<file path="src/rtl/core/ffs_pkg.sv">
// Shared types, constants and register codes of the flight failsafe supervisor.
`default_nettype none

package ffs_pkg;

    // Widths of time stamps and of the ground-detect counter.
    localparam int TIME_BITS  = 32;
    localparam int COUNT_BITS = 16;

    // Stream payload widths, padded to whole bytes.
    localparam int IN_BITS   = 83;
    localparam int IN_BYTES  = (IN_BITS + 7) / 8;
    localparam int OUT_BITS  = 6;
    localparam int OUT_BYTES = (OUT_BITS + 7) / 8;

    // Configuration register indexes.
    localparam int CFG_IDX_BITS = 3;
    localparam logic [CFG_IDX_BITS-1:0] CFG_LINK_TIMEOUT = 3'd0;
    localparam logic [CFG_IDX_BITS-1:0] CFG_LONG_LOSS    = 3'd1;
    localparam logic [CFG_IDX_BITS-1:0] CFG_STILL_SPEED  = 3'd2;
    localparam logic [CFG_IDX_BITS-1:0] CFG_STILL_TICKS  = 3'd3;
    localparam logic [CFG_IDX_BITS-1:0] CFG_INVERTED     = 3'd4;

    // Requested power codes carried by a pilot message.
    localparam logic [1:0] PWR_NONE = 2'd0;
    localparam logic [1:0] PWR_ON   = 2'd1;
    localparam logic [1:0] PWR_OFF  = 2'd2;

    // Ground-detect constants: descent target and counter decay.
    localparam logic signed [15:0]   DESCEND_TARGET = -16'sd10;
    localparam logic [COUNT_BITS-1:0] COUNT_DROP    = COUNT_BITS'(9);
    localparam logic [COUNT_BITS-1:0] COUNT_MAX     = '1;

    // Flight modes.
    typedef enum logic [1:0] {
        MODE_OFF  = 2'd0,
        MODE_USER = 2'd1,
        MODE_DISC = 2'd2,
        MODE_LONG = 2'd3
    } t_mode;

    // Configuration register set.
    typedef struct packed {
        logic [TIME_BITS-1:0]  link_timeout_us;
        logic [TIME_BITS-1:0]  long_loss_us;
        logic [14:0]           still_speed_limit;
        logic [COUNT_BITS-1:0] still_ticks_needed;
        logic signed [15:0]    inverted_limit;
    } t_cfg;

    // One control tick.
    typedef struct packed {
        logic [TIME_BITS-1:0] now_us;
        logic                 msg_valid;
        logic [1:0]           msg_power;
        logic signed [15:0]   climb_speed;
        logic signed [15:0]   climb_target;
        logic signed [15:0]   accel_vertical;
    } t_in_item;

    // Supervisor state carried from tick to tick.
    typedef struct packed {
        t_mode                 mode;
        logic                  power;
        logic                  link;
        logic [TIME_BITS-1:0]  last_msg_time;
        logic [TIME_BITS-1:0]  loss_time;
        logic [COUNT_BITS-1:0] still_count;
    } t_state;

    // One result item.
    typedef struct packed {
        logic       motors_on;
        logic       reply_now;
        logic       link_up;
        logic       power_cmd;
        logic [1:0] flight_mode;
    } t_result;

endpackage

`default_nettype wire

</file>
<file path="src/rtl/core/ffs_cfg.sv">
// Configuration register file of the flight failsafe supervisor.
`default_nettype none

module ffs_cfg
    import ffs_pkg::*;
(
    input  wire logic                    i_clk,
    input  wire logic                    i_rst_n,
    input  wire logic                    i_cfg_valid,
    input  wire logic [CFG_IDX_BITS-1:0] i_cfg_index,
    input  wire logic [31:0]             i_cfg_data,
    output t_cfg                         o_cfg
);

    t_cfg r_cfg;

    // Writes to indexes outside the register list are dropped.
    always_ff @(posedge i_clk) begin
        if (!i_rst_n) begin
            r_cfg.link_timeout_us    <= TIME_BITS'(500000);
            r_cfg.long_loss_us       <= TIME_BITS'(5000000);
            r_cfg.still_speed_limit  <= 15'd10;
            r_cfg.still_ticks_needed <= COUNT_BITS'(100);
            r_cfg.inverted_limit     <= -16'sd4096;
        end else if (i_cfg_valid) begin
            unique case (i_cfg_index)
                CFG_LINK_TIMEOUT: r_cfg.link_timeout_us    <= i_cfg_data[TIME_BITS-1:0];
                CFG_LONG_LOSS:    r_cfg.long_loss_us       <= i_cfg_data[TIME_BITS-1:0];
                CFG_STILL_SPEED:  r_cfg.still_speed_limit  <= i_cfg_data[14:0];
                CFG_STILL_TICKS:  r_cfg.still_ticks_needed <= i_cfg_data[COUNT_BITS-1:0];
                CFG_INVERTED:     r_cfg.inverted_limit     <= signed'(i_cfg_data[15:0]);
                default: ;
            endcase
        end
    end

    assign o_cfg = r_cfg;

endmodule

`default_nettype wire

</file>
<file path="src/rtl/core/ffs_step.sv">
// Per-tick next-state logic: link judgment, mode machine, ground detect, upside-down override.
`default_nettype none

module ffs_step
    import ffs_pkg::*;
(
    input  wire t_cfg     i_cfg,
    input  wire t_state   i_state,
    input  wire t_in_item i_item,
    output t_state        o_state,
    output t_result       o_res
);

    logic [TIME_BITS-1:0]  last1;
    logic [TIME_BITS-1:0]  loss2;
    logic [TIME_BITS-1:0]  gap;
    logic [TIME_BITS-1:0]  lost_for;
    logic                  link1;
    logic                  link2;
    logic                  pow1;
    logic                  long_expired;
    logic [16:0]           speed_mag;
    logic                  qualify;
    logic [COUNT_BITS-1:0] cnt_step;
    logic                  landed;
    t_mode                 mode_mid;
    logic                  clear_cnt;
    logic                  use_step;
    logic                  land;
    logic                  inverted;
    t_mode                 mode_out;

    // Message refresh, then link timeout against the refreshed stamp.
    always_comb begin
        last1 = i_state.last_msg_time;
        link1 = i_state.link;
        pow1  = i_state.power;
        if (i_item.msg_valid) begin
            last1 = i_item.now_us;
            link1 = 1'b1;
            if (i_item.msg_power == PWR_ON) begin
                pow1 = 1'b1;
            end else if (i_item.msg_power == PWR_OFF) begin
                pow1 = 1'b0;
            end
        end
        gap   = i_item.now_us - last1;
        link2 = link1;
        loss2 = i_state.loss_time;
        if (link1 && (gap > i_cfg.link_timeout_us)) begin
            link2 = 1'b0;
            loss2 = i_item.now_us;
        end
        lost_for = i_item.now_us - loss2;
    end

    assign long_expired = lost_for > i_cfg.long_loss_us;

    // Ground counter step: count up on a still, descending tick, else decay.
    assign speed_mag = i_item.climb_speed[15]
                     ? 17'(-{i_item.climb_speed[15], i_item.climb_speed})
                     : {1'b0, i_item.climb_speed};
    assign qualify = (i_item.climb_target <= DESCEND_TARGET)
                  && (speed_mag < {2'b00, i_cfg.still_speed_limit});

    always_comb begin
        if (qualify) begin
            cnt_step = (i_state.still_count == COUNT_MAX)
                     ? i_state.still_count : i_state.still_count + COUNT_BITS'(1);
        end else begin
            cnt_step = (i_state.still_count > COUNT_DROP)
                     ? i_state.still_count - COUNT_DROP : '0;
        end
    end

    assign landed = cnt_step >= i_cfg.still_ticks_needed;

    // Mode machine next state.
    always_comb begin
        mode_mid  = i_state.mode;
        clear_cnt = 1'b0;
        use_step  = 1'b0;
        land      = 1'b0;
        unique case (i_state.mode)
            MODE_OFF: begin
                if (link2 && pow1) begin
                    mode_mid = MODE_USER;
                end
            end
            MODE_USER: begin
                if (link2) begin
                    if (!pow1) begin
                        mode_mid = MODE_OFF;
                    end
                end else if (!long_expired) begin
                    mode_mid = MODE_DISC;
                end else begin
                    mode_mid  = MODE_LONG;
                    clear_cnt = 1'b1;
                end
            end
            MODE_DISC: begin
                if (link2) begin
                    mode_mid = pow1 ? MODE_USER : MODE_OFF;
                end else if (long_expired) begin
                    mode_mid  = MODE_LONG;
                    clear_cnt = 1'b1;
                end
            end
            MODE_LONG: begin
                if (link2) begin
                    mode_mid = pow1 ? MODE_USER : MODE_OFF;
                end else begin
                    use_step = 1'b1;
                    if (landed) begin
                        land     = 1'b1;
                        mode_mid = MODE_OFF;
                    end
                end
            end
        endcase
    end

    // Upside-down override and the state and result outputs.
    assign inverted = i_item.accel_vertical <= i_cfg.inverted_limit;
    assign mode_out = inverted ? MODE_OFF : mode_mid;

    always_comb begin
        o_state.mode          = mode_out;
        o_state.power         = (inverted || land) ? 1'b0 : pow1;
        o_state.link          = link2;
        o_state.last_msg_time = last1;
        o_state.loss_time     = loss2;
        if (clear_cnt) begin
            o_state.still_count = '0;
        end else if (use_step) begin
            o_state.still_count = cnt_step;
        end else begin
            o_state.still_count = i_state.still_count;
        end

        o_res.flight_mode = mode_out;
        o_res.power_cmd   = o_state.power;
        o_res.link_up     = link2;
        o_res.reply_now   = i_item.msg_valid;
        o_res.motors_on   = mode_out != MODE_OFF;
    end

endmodule

`default_nettype wire

</file>
<file path="src/rtl/core/flight_failsafe_supervisor.sv">
// Top level of the flight failsafe supervisor: input register, state, result register.
//
// Usage: one control tick enters per item on the slave stream (s_axis), and
// one result item leaves per tick on the master stream (m_axis), in order.
// Configuration registers are written on a separate valid/ready channel
// (index 0..4, ready always high); write them only while no tick is in flight.
// Path: an accepted item is held in the input register, passes the link
// compare, mode machine and ground-counter step into the result register
// once that register is free, and is then offered on the master stream.
// Throughput: one item per cycle while the receiver does not stall; the
// per-tick logic between the two registers is combinational.
// Reset (synchronous, active low) empties both registers, puts the mode and
// power off, the link down, time stamps and the counter at zero, and loads
// the register defaults.
// When the receiver stalls, the result register holds its item, the input
// register fills, and o_s_tready drops until the result is taken.
`default_nettype none

module flight_failsafe_supervisor
    import ffs_pkg::*;
(
    input  wire logic                    i_clk,
    input  wire logic                    i_rst_n,
    // Tick stream. tdata from bit 0: now_us[31:0], msg_valid[32],
    // msg_power[34:33], climb_speed[50:35], climb_target[66:51],
    // accel_vertical[82:67], zero pad [87:83].
    input  wire logic                    i_s_tvalid,
    output logic                         o_s_tready,
    input  wire logic [IN_BYTES*8-1:0]   i_s_tdata,
    // Result stream. tdata from bit 0: flight_mode[1:0], power_cmd[2],
    // link_up[3], reply_now[4], motors_on[5], zero pad [7:6].
    output logic                         o_m_tvalid,
    input  wire logic                    i_m_tready,
    output logic [OUT_BYTES*8-1:0]       o_m_tdata,
    // Configuration write channel.
    input  wire logic                    i_cfg_valid,
    output logic                         o_cfg_ready,
    input  wire logic [CFG_IDX_BITS-1:0] i_cfg_index,
    input  wire logic [31:0]             i_cfg_data
);

    t_cfg     cfg;
    t_in_item in_item;
    t_state   n_state;
    t_result  n_res;
    logic     in_take;
    logic     move;

    logic     r_in_vld;
    t_in_item r_in;
    t_state   r_state;
    logic     r_out_vld;
    t_result  r_out;

    // Configuration registers.
    assign o_cfg_ready = 1'b1;

    ffs_cfg u_cfg (
        .i_clk       (i_clk),
        .i_rst_n     (i_rst_n),
        .i_cfg_valid (i_cfg_valid),
        .i_cfg_index (i_cfg_index),
        .i_cfg_data  (i_cfg_data),
        .o_cfg       (cfg)
    );

    // Unpack the incoming item.
    assign in_item.now_us         = i_s_tdata[31:0];
    assign in_item.msg_valid      = i_s_tdata[32];
    assign in_item.msg_power      = i_s_tdata[34:33];
    assign in_item.climb_speed    = signed'(i_s_tdata[50:35]);
    assign in_item.climb_target   = signed'(i_s_tdata[66:51]);
    assign in_item.accel_vertical = signed'(i_s_tdata[82:67]);

    // An item moves from the input register to the result register whenever
    // the result register is free or being emptied this cycle.
    assign move       = r_in_vld && (!r_out_vld || i_m_tready);
    assign o_s_tready = !r_in_vld || move;
    assign in_take    = i_s_tvalid && o_s_tready;

    // Input register.
    always_ff @(posedge i_clk) begin
        if (!i_rst_n) begin
            r_in_vld <= 1'b0;
        end else if (o_s_tready) begin
            r_in_vld <= i_s_tvalid;
        end
    end

    always_ff @(posedge i_clk) begin
        if (in_take) begin
            r_in <= in_item;
        end
    end

    // Per-tick logic.
    ffs_step u_step (
        .i_cfg   (cfg),
        .i_state (r_state),
        .i_item  (r_in),
        .o_state (n_state),
        .o_res   (n_res)
    );

    // Supervisor state advances once per item.
    always_ff @(posedge i_clk) begin
        if (!i_rst_n) begin
            r_state.mode          <= MODE_OFF;
            r_state.power         <= 1'b0;
            r_state.link          <= 1'b0;
            r_state.last_msg_time <= '0;
            r_state.loss_time     <= '0;
            r_state.still_count   <= '0;
        end else if (move) begin
            r_state <= n_state;
        end
    end

    // Result register.
    always_ff @(posedge i_clk) begin
        if (!i_rst_n) begin
            r_out_vld <= 1'b0;
        end else if (move) begin
            r_out_vld <= 1'b1;
        end else if (i_m_tready) begin
            r_out_vld <= 1'b0;
        end
    end

    always_ff @(posedge i_clk) begin
        if (move) begin
            r_out <= n_res;
        end
    end

    assign o_m_tvalid = r_out_vld;
    assign o_m_tdata  = {{(OUT_BYTES*8-OUT_BITS){1'b0}}, r_out};

endmodule

`default_nettype wire

</file>
<file path="config.mk">
export PLATFORM = sky130hd
export DESIGN_NAME = flight_failsafe_supervisor
export DESIGN_NICKNAME = d
export VERILOG_FILES = /design/src/rtl/core/ffs_pkg.sv /design/src/rtl/core/ffs_cfg.sv /design/src/rtl/core/ffs_step.sv /design/src/rtl/core/flight_failsafe_supervisor.sv
export SDC_FILE = /design/constraint.sdc
export NUM_CORES = 1
export LEC_CHECK = 0
export ABC_AREA = 1
export BUFFER_PORTS_ARGS = -buffer_cell sky130_fd_sc_hd__buf_2
export CAP_MARGIN = 15
export CORE_MARGIN = 2
export CORE_UTILIZATION = 50
export CTS_BUF_LIST = sky130_fd_sc_hd__clkbuf_4 sky130_fd_sc_hd__clkbuf_8
export DETAILED_ROUTE_END_ITERATION = 12
export GPL_ROUTABILITY_DRIVEN = 0
export GPL_TIMING_DRIVEN = 1
export PLACE_DENSITY_LB_ADDON = 0.08
export SLEW_MARGIN = 10
export SYNTH_ARGS = -nofsm -noshare
export SYNTH_HDL_FRONTEND = slang
export SYNTH_SLANG_ARGS = --single-unit
export TNS_END_PERCENT = 50
</file>
<file path="constraint.sdc">
create_clock -name i_clk -period 8.1 [get_ports i_clk]
set_input_delay 1.62 -clock i_clk [delete_from_list [all_inputs] [get_ports i_clk]]
set_output_delay 1.62 -clock i_clk [all_outputs]
set_load 0.03 [all_outputs]
</file>
==> results of run 1 <==
-- through the flow --
stage | worst slack [ns] | hold WS (ns) | setup TNS [ns] | utilization, %
floorplan | 0.3333 | 0.4244 | 0 | -
global placement | -0.2936 | 0.4374 | -4.947 | 57.56
detailed placement | -0.4140 | 0.4419 | -7.283 | 57.56
CTS | 0.005099 | 0.4617 | 0 | 61.46
global route | -0.3824 | 0.4819 | -7.210 | 65.11
finish | 0.03676 | 0.4599 | 0 | 65.11
-- how the worst min path moves through the flow --
stage | startpoint | end | slack [ns]
final | u_cfg.o_cfg[105] | u_cfg.o_cfg[105] | 0.46
after global routing | u_cfg.o_cfg[78] | u_cfg.o_cfg[78] | 0.48
after CTS | u_cfg.o_cfg[106] | u_cfg.o_cfg[106] | 0.46
after detailed placement | r_state[48] | r_state[48] | 0.44
after global placement | r_state[48] | r_state[48] | 0.44
after floorplan | r_state[48] | r_state[48] | 0.42
-- cells in the final DEF, fill, tap and decap left out, types with 59 or more instances in the layout --
cell      synthesis  final
a21oi_1         225    198
buf_2             3    129
buf_4             5    242
dfxtp_1         197    197
edfxtp_1         89     89
ha_1            181    161
inv_1           314    308
nand2_1         388    329
nor2_1          155    150
o21ai_0         207    170
xor2_1           65     59
-- worst min-delay path, cell delays in order (launching register included) --
cell	delay (ns)
dfxtp_1	0.29
inv_1	0.06
a21oi_1	0.06
-- cell families (layout without fill, tap and decap cells) --
group / Yosys count / after routing
compound gates: 596 / 596
mux: 2 / 2
fa+ha+maj: 183 / 183
simple gates: 718 / 719
other cells: 2 / 3
buf+inv: 401 / 814
flops: 286 / 286
xor+xnor: 79 / 79
-- final cells by class --
type	instances	area share (%)
flip-flops and latches	286	28.78
well taps	461	2.509
multi-input cells	1582	46.39
repair inverters	1	0.02721
inverters	320	5.421
clock inverters	24	0.6531
clock buffers	73	3.962
repair buffers	396	12.26
-- metal layers --
metal	vias to the layer above	routed length, µm
met4	0	1318
met1	7634	22930
met3	90	2587
li1	8435	-
met5	-	0
met2	398	22610
-- where the power goes --
part | leakage, nW | switching [mW] | total, mW | internal [mW]
Combinational | 7.36 | 1.45 | 2.64 | 1.18
Sequential | 2.48 | 0.0424 | 1.60 | 1.56
Clock | 0.551 | 0.627 | 1.39 | 0.761
Total | 10.4 | 2.12 | 5.63 | 3.50
-- repair_timing --
action,CTS,global route
endpoints found under the setup margin,21,21
pin swaps,36,117
gates cloned,1,6
gates resized for setup,70,231
buffers inserted,10,23
-- sequential cells by signal (all words and copies together), names as in the netlist --
| register | count |
|---|---|
| o_m_tdata | 6 |
| o_m_tvalid | 1 |
| r_in | 83 |
| r_in_vld | 1 |
| r_state | 84 |
| u_cfg.o_cfg | 111 |
==> results.yml, run 1 <==
floorplan:
  dieArea_um2: 37090
  num_rows: 69
  die_w_um: 192.6
  fp.dieH_um: 192.6
  ios: 139
  design.core.area_um2: 35310
  initial_core_util_pct: 50.37
worst_setup_path:
  cpPeakStageDelay_ns: 0.42
  cpMostUsedCell: "nand2_2"
  slowest_stage: "edfxtp_1"
  r2r_cells: 60
  crit_path_start_kind: "flip-flop"
  crit_type: "flip-flop to flip-flop"
  path_delay_family: "simple AND/OR/NAND/NOR gates"
  crit_path_end_kind: "flip-flop"
  startpoint: "r_in[50]"
  cp-endpoint: "r_state[1]"
  crit_fanout: 7
  path_depth: 60
  critical_path_arrival_ns: 8.61
  critPathRequiredTime_ns: 8.65
  r2r_start: "r_in[50]"
  critPathBufInv: 10
  r2r_slack_ns: 0.04
  r2r_end: "r_state[1]"
synth:
  yosysTopAreaCell: "dfxtp_1"
  yosysWarnings: 0
  netlist_area_um2: 17780
  synth_edf_count: 89
  ys_types: 59
  synth_async_sr_flop_share_pct: 0
  synth_flop_cell: "dfxtp_1"
  synth_top_family_by_area: "compound AO/OA/AOI/OAI gates"
  yosys.area_share.simple_pct: 17.45
  synthMuxAreaShare_pct: 0.1126
  syn_avg_cell_area_um2: 7.845
  yosysMostFrequentCell: "nand2_1"
  synthTopCellsByCount: "nand2_1, inv_1, a21oi_1, o21ai_0, dfxtp_1"
  synth_xor_area_share_pct: 3.891
  ys_seq_elements: 286
  yosys-top-cells-area: "dfxtp_1, edfxtp_1, ha_1, nand2_1, inv_1"
  yosysSeqAreaShare_pct: 37.20
  synthAdderAreaFrac_pct: 12.96
  synth_compound_area_share_pct: 19.03
  synth_top_area_share_pct: 22.18
  synthCells: 2267
global_routing:
  grt_pass1_wl_mm: 76.35
  antenna_found_initial: 0
  grt_max_degree: 108
  top_usage_layer: "met2"
  grtUsageMet1_pct: 35.92
  gr-usage-all-layers_pct: 25.97
  grt_pass1_vias: 15365
  overflow: 0
  use_met2_pct: 41.37
  use_met3_pct: 3.964
detailed_routing:
  ant_nets: 0
  vias: 16557
  avgRoutedWirePerCell_um: 15.73
  via_per_inst: 5.268
  drc_errors: 0
  drt_pre_antenna_iters: 5
  drt_iter0_drc: 997
  drt-total-wl_mm: 49.44
layout:
  multi_input_area_um2: 10660
  seq_area_um2: 6616
  drive_gt1_share_pct: 26.96
  nets: 2950
  layoutNonFillerInstCount: 3143
  n_fill_cell: 3066
  syn_to_final_growth_pct: 29.27
  design_area_um2: 22990
  n_antenna_cell: 0
min_path:
  hold_path_class: "flip-flop to flip-flop"
  whs_path_depth: 2
clock_tree:
  cts_made_buffers: 52
  cts.path.max_buffers: 3
  clk_latency_ns: 0.64
  clk_pin_slew_worst_paths_ns: 0.06
  ctsHoldBuffers: 0
  cts.sinks: 286
  root_buffer: "clkbuf_8"
  tritoncts: "done"
  cts.htree.levels: 2
timing:
  maxSlewHeadroom_pct: 29.69
  max_freq_mhz: 124.0
  fin_crit_ns: 8.063
  fin_crit_sh_pct: 99.55
  skew_ns: 0.02911
  worstMarginPinSlew_ns: 1.055
  setup_viol: 0
  slew_viol_final: 0
  hold_viol_final: 0
  rsz0062_at_grt: "true"
place:
  postPlaceCellArea_um2: 20330
  portBuffers: 130
  dp.cells: 3006
  dp_hpwl_mm: 34.93
job:
  maxCapViolations: 0
pwr:
  p_total_mw: 5.629
  max-vdd-ir-drop_mv: 0.1831
  leakage_nw: 10.39
  power.density_nw_per_um2: 244.8
run_status:
  status: "finished clean"
Power figures use the tool's default switching activity.
==> inputs of run 2 (changes only) <==
Settings changed: BUFFER_PORTS_ARGS -buffer_cell sky130_fd_sc_hd__buf_2 to -buffer_cell sky130_fd_sc_hd__clkbuf_2, CORE_ASPECT_RATIO set to 1.1.
==> results.yml, run 2 (synthesis gave the netlist of run 1 again) <==
place:
  place_ws_ns: -0.4442
  dp.cells: 3015
  dp_hpwl_mm: 35.36
  postPlaceCellArea_um2: 20500
  portBuffers: 130
floorplan:
  dieArea_um2: 37090
  die_w_um: 183.8
  num_rows: 72
  initial_core_util_pct: 50.62
  fp.dieH_um: 201.8
  design.core.area_um2: 35130
  ios: 139
timing:
  skew_ns: 0.02765
  fin_crit_sh_pct: 98.29
  rsz0062_at_grt: "true"
  slew_viol_final: 0
  setup_ws_ns: 0.1382
  hold_viol_final: 0
  maxSlewHeadroom_pct: 25.51
  max_freq_mhz: 125.6
  fin_tns_setup_ns: 0
  worstMarginPinSlew_ns: 1.117
  fin_crit_ns: 7.962
  setup_viol: 0
clock_tree:
  clk_pin_slew_worst_paths_ns: 0.06
  ctsHoldBuffers: 0
  clk_latency_ns: 0.65
  cts.path.max_buffers: 3
  cts_made_buffers: 51
  cts.htree.levels: 2
  root_buffer: "clkbuf_8"
  tritoncts: "done"
  cts.sinks: 286
run_status:
  status: "finished clean"
layout:
  drive_gt1_share_pct: 26.77
  layoutNonFillerInstCount: 3141
  final_cell_mix: "nand2_1, inv_1, buf_4"
  design_area_um2: 22930
  largest_reg_flops: 111
  syn_to_final_growth_pct: 28.92
  final_common_cell: "nand2_1"
  nets: 2965
  final_util_pct: 65.26
  n_antenna_cell: 0
worst_setup_path:
  crit_path_end_kind: "flip-flop"
  r2r_cells: 54
  crit_path_start_kind: "flip-flop"
  crit_type: "flip-flop to flip-flop"
  critPathRequiredTime_ns: 8.60
  r2r_end: "r_state[13]"
  cpPeakStageDelay_ns: 0.39
  crit_fanout: 6
  cpMostUsedCell: "nand2_2"
  r2r_slack_ns: 0.14
  critical_path_arrival_ns: 8.46
  r2r_start: "r_in[50]"
  slowest_stage: "edfxtp_1"
detailed_routing:
  drt_pre_antenna_iters: 7
  ant_nets: 0
  drt_iter0_drc: 912
  avgRoutedWirePerCell_um: 15.72
  via_per_inst: 5.260
  drc_errors: 0
  drt-total-wl_mm: 49.39
  vias: 16523
pwr:
  power.density_nw_per_um2: 255.6
  max-vdd-ir-drop_mv: 0.1542
  leakage_nw: 10.52
global_routing:
  gr-usage-all-layers_pct: 26.53
  grt_pass1_vias: 15560
  grt_max_degree: 115
  grt_pass1_wl_mm: 78.40
  antenna_found_initial: 0
  overflow: 0
min_path:
  min-delay-start: "u_cfg.o_cfg[30]"
  whs_path_depth: 2
  hold_end: "u_cfg.o_cfg[30]"
  hold_path_class: "flip-flop to flip-flop"
job:
  maxCapViolations: 0
run 2: what timing repair did:
action / 4_1_cts / 5_1_grt
setup endpoints to repair: 21 / 21
gates resized for setup: 68 / 174
pin swaps: 39 / 101
endpoints found under the hold margin: 0 / 0
cloned: 5 / 1
buffers inserted: 13 / 12
run 2: layout make-up:
type / instances / area, µm²
inverter: 320 / 1241
fill: 3059 / 12210
clock inverter: 23 / 287.8
timing repair buffer: 411 / 2898
timing repair inverter: 1 / 16.27
multi-input combinational: 1583 / 10380
sequential: 286 / 6616
clock buffer: 73 / 929.6
tap: 444 / 555.5
run 2: how the worst max path moves through the flow:
stage               depth (start not counted)           to      from
floorplan                                  66   r_state[0]  r_in[50]
global placement                           58   r_state[7]  r_in[50]
detailed placement                         61  r_state[10]  r_in[50]
CTS                                        61  r_state[10]  r_in[50]
global route                               58  r_state[10]  r_in[50]
finish                                     54  r_state[13]  r_in[50]
run 2: power by group:
part / total [mW] / switching [mW] / leakage, nW / internal, mW
Combinational: 2.67 / 1.48 / 7.40 / 1.18
Clock: 1.59 / 0.649 / 0.642 / 0.942
Sequential: 1.60 / 0.0413 / 2.48 / 1.56
run 2: critical path, delay by kind of cell (launching register included):
family                   cells  cell delay (ns)
AO/OA/AOI/OAI               10             1.50
XOR/XNOR                     2             0.36
adder cells (fa/ha/maj)      5             1.46
buffers and inverters        6             0.90
flip-flops                   1             0.39
AND/OR/NAND/NOR             31             3.16
run 2: per-layer routing:
layer	vias to the layer above	track usage [%]	wire, µm
met5	-	0	0
met4	0	9.771	1490
met3	79	3.928	2532
met2	393	43.81	23030
met1	7586	35.22	22330
li1	8465	-	-
run 2: stage by stage:
step,hold slack [ns],power (mW)
6_report,0.4602,5.861
5_1_grt,0.4795,6.252
4_1_cts,0.4619,5.639
3_5_place_dp,0.4524,3.942
3_3_place_gp,0.4377,3.876
2_1_floorplan,0.4244,3.021
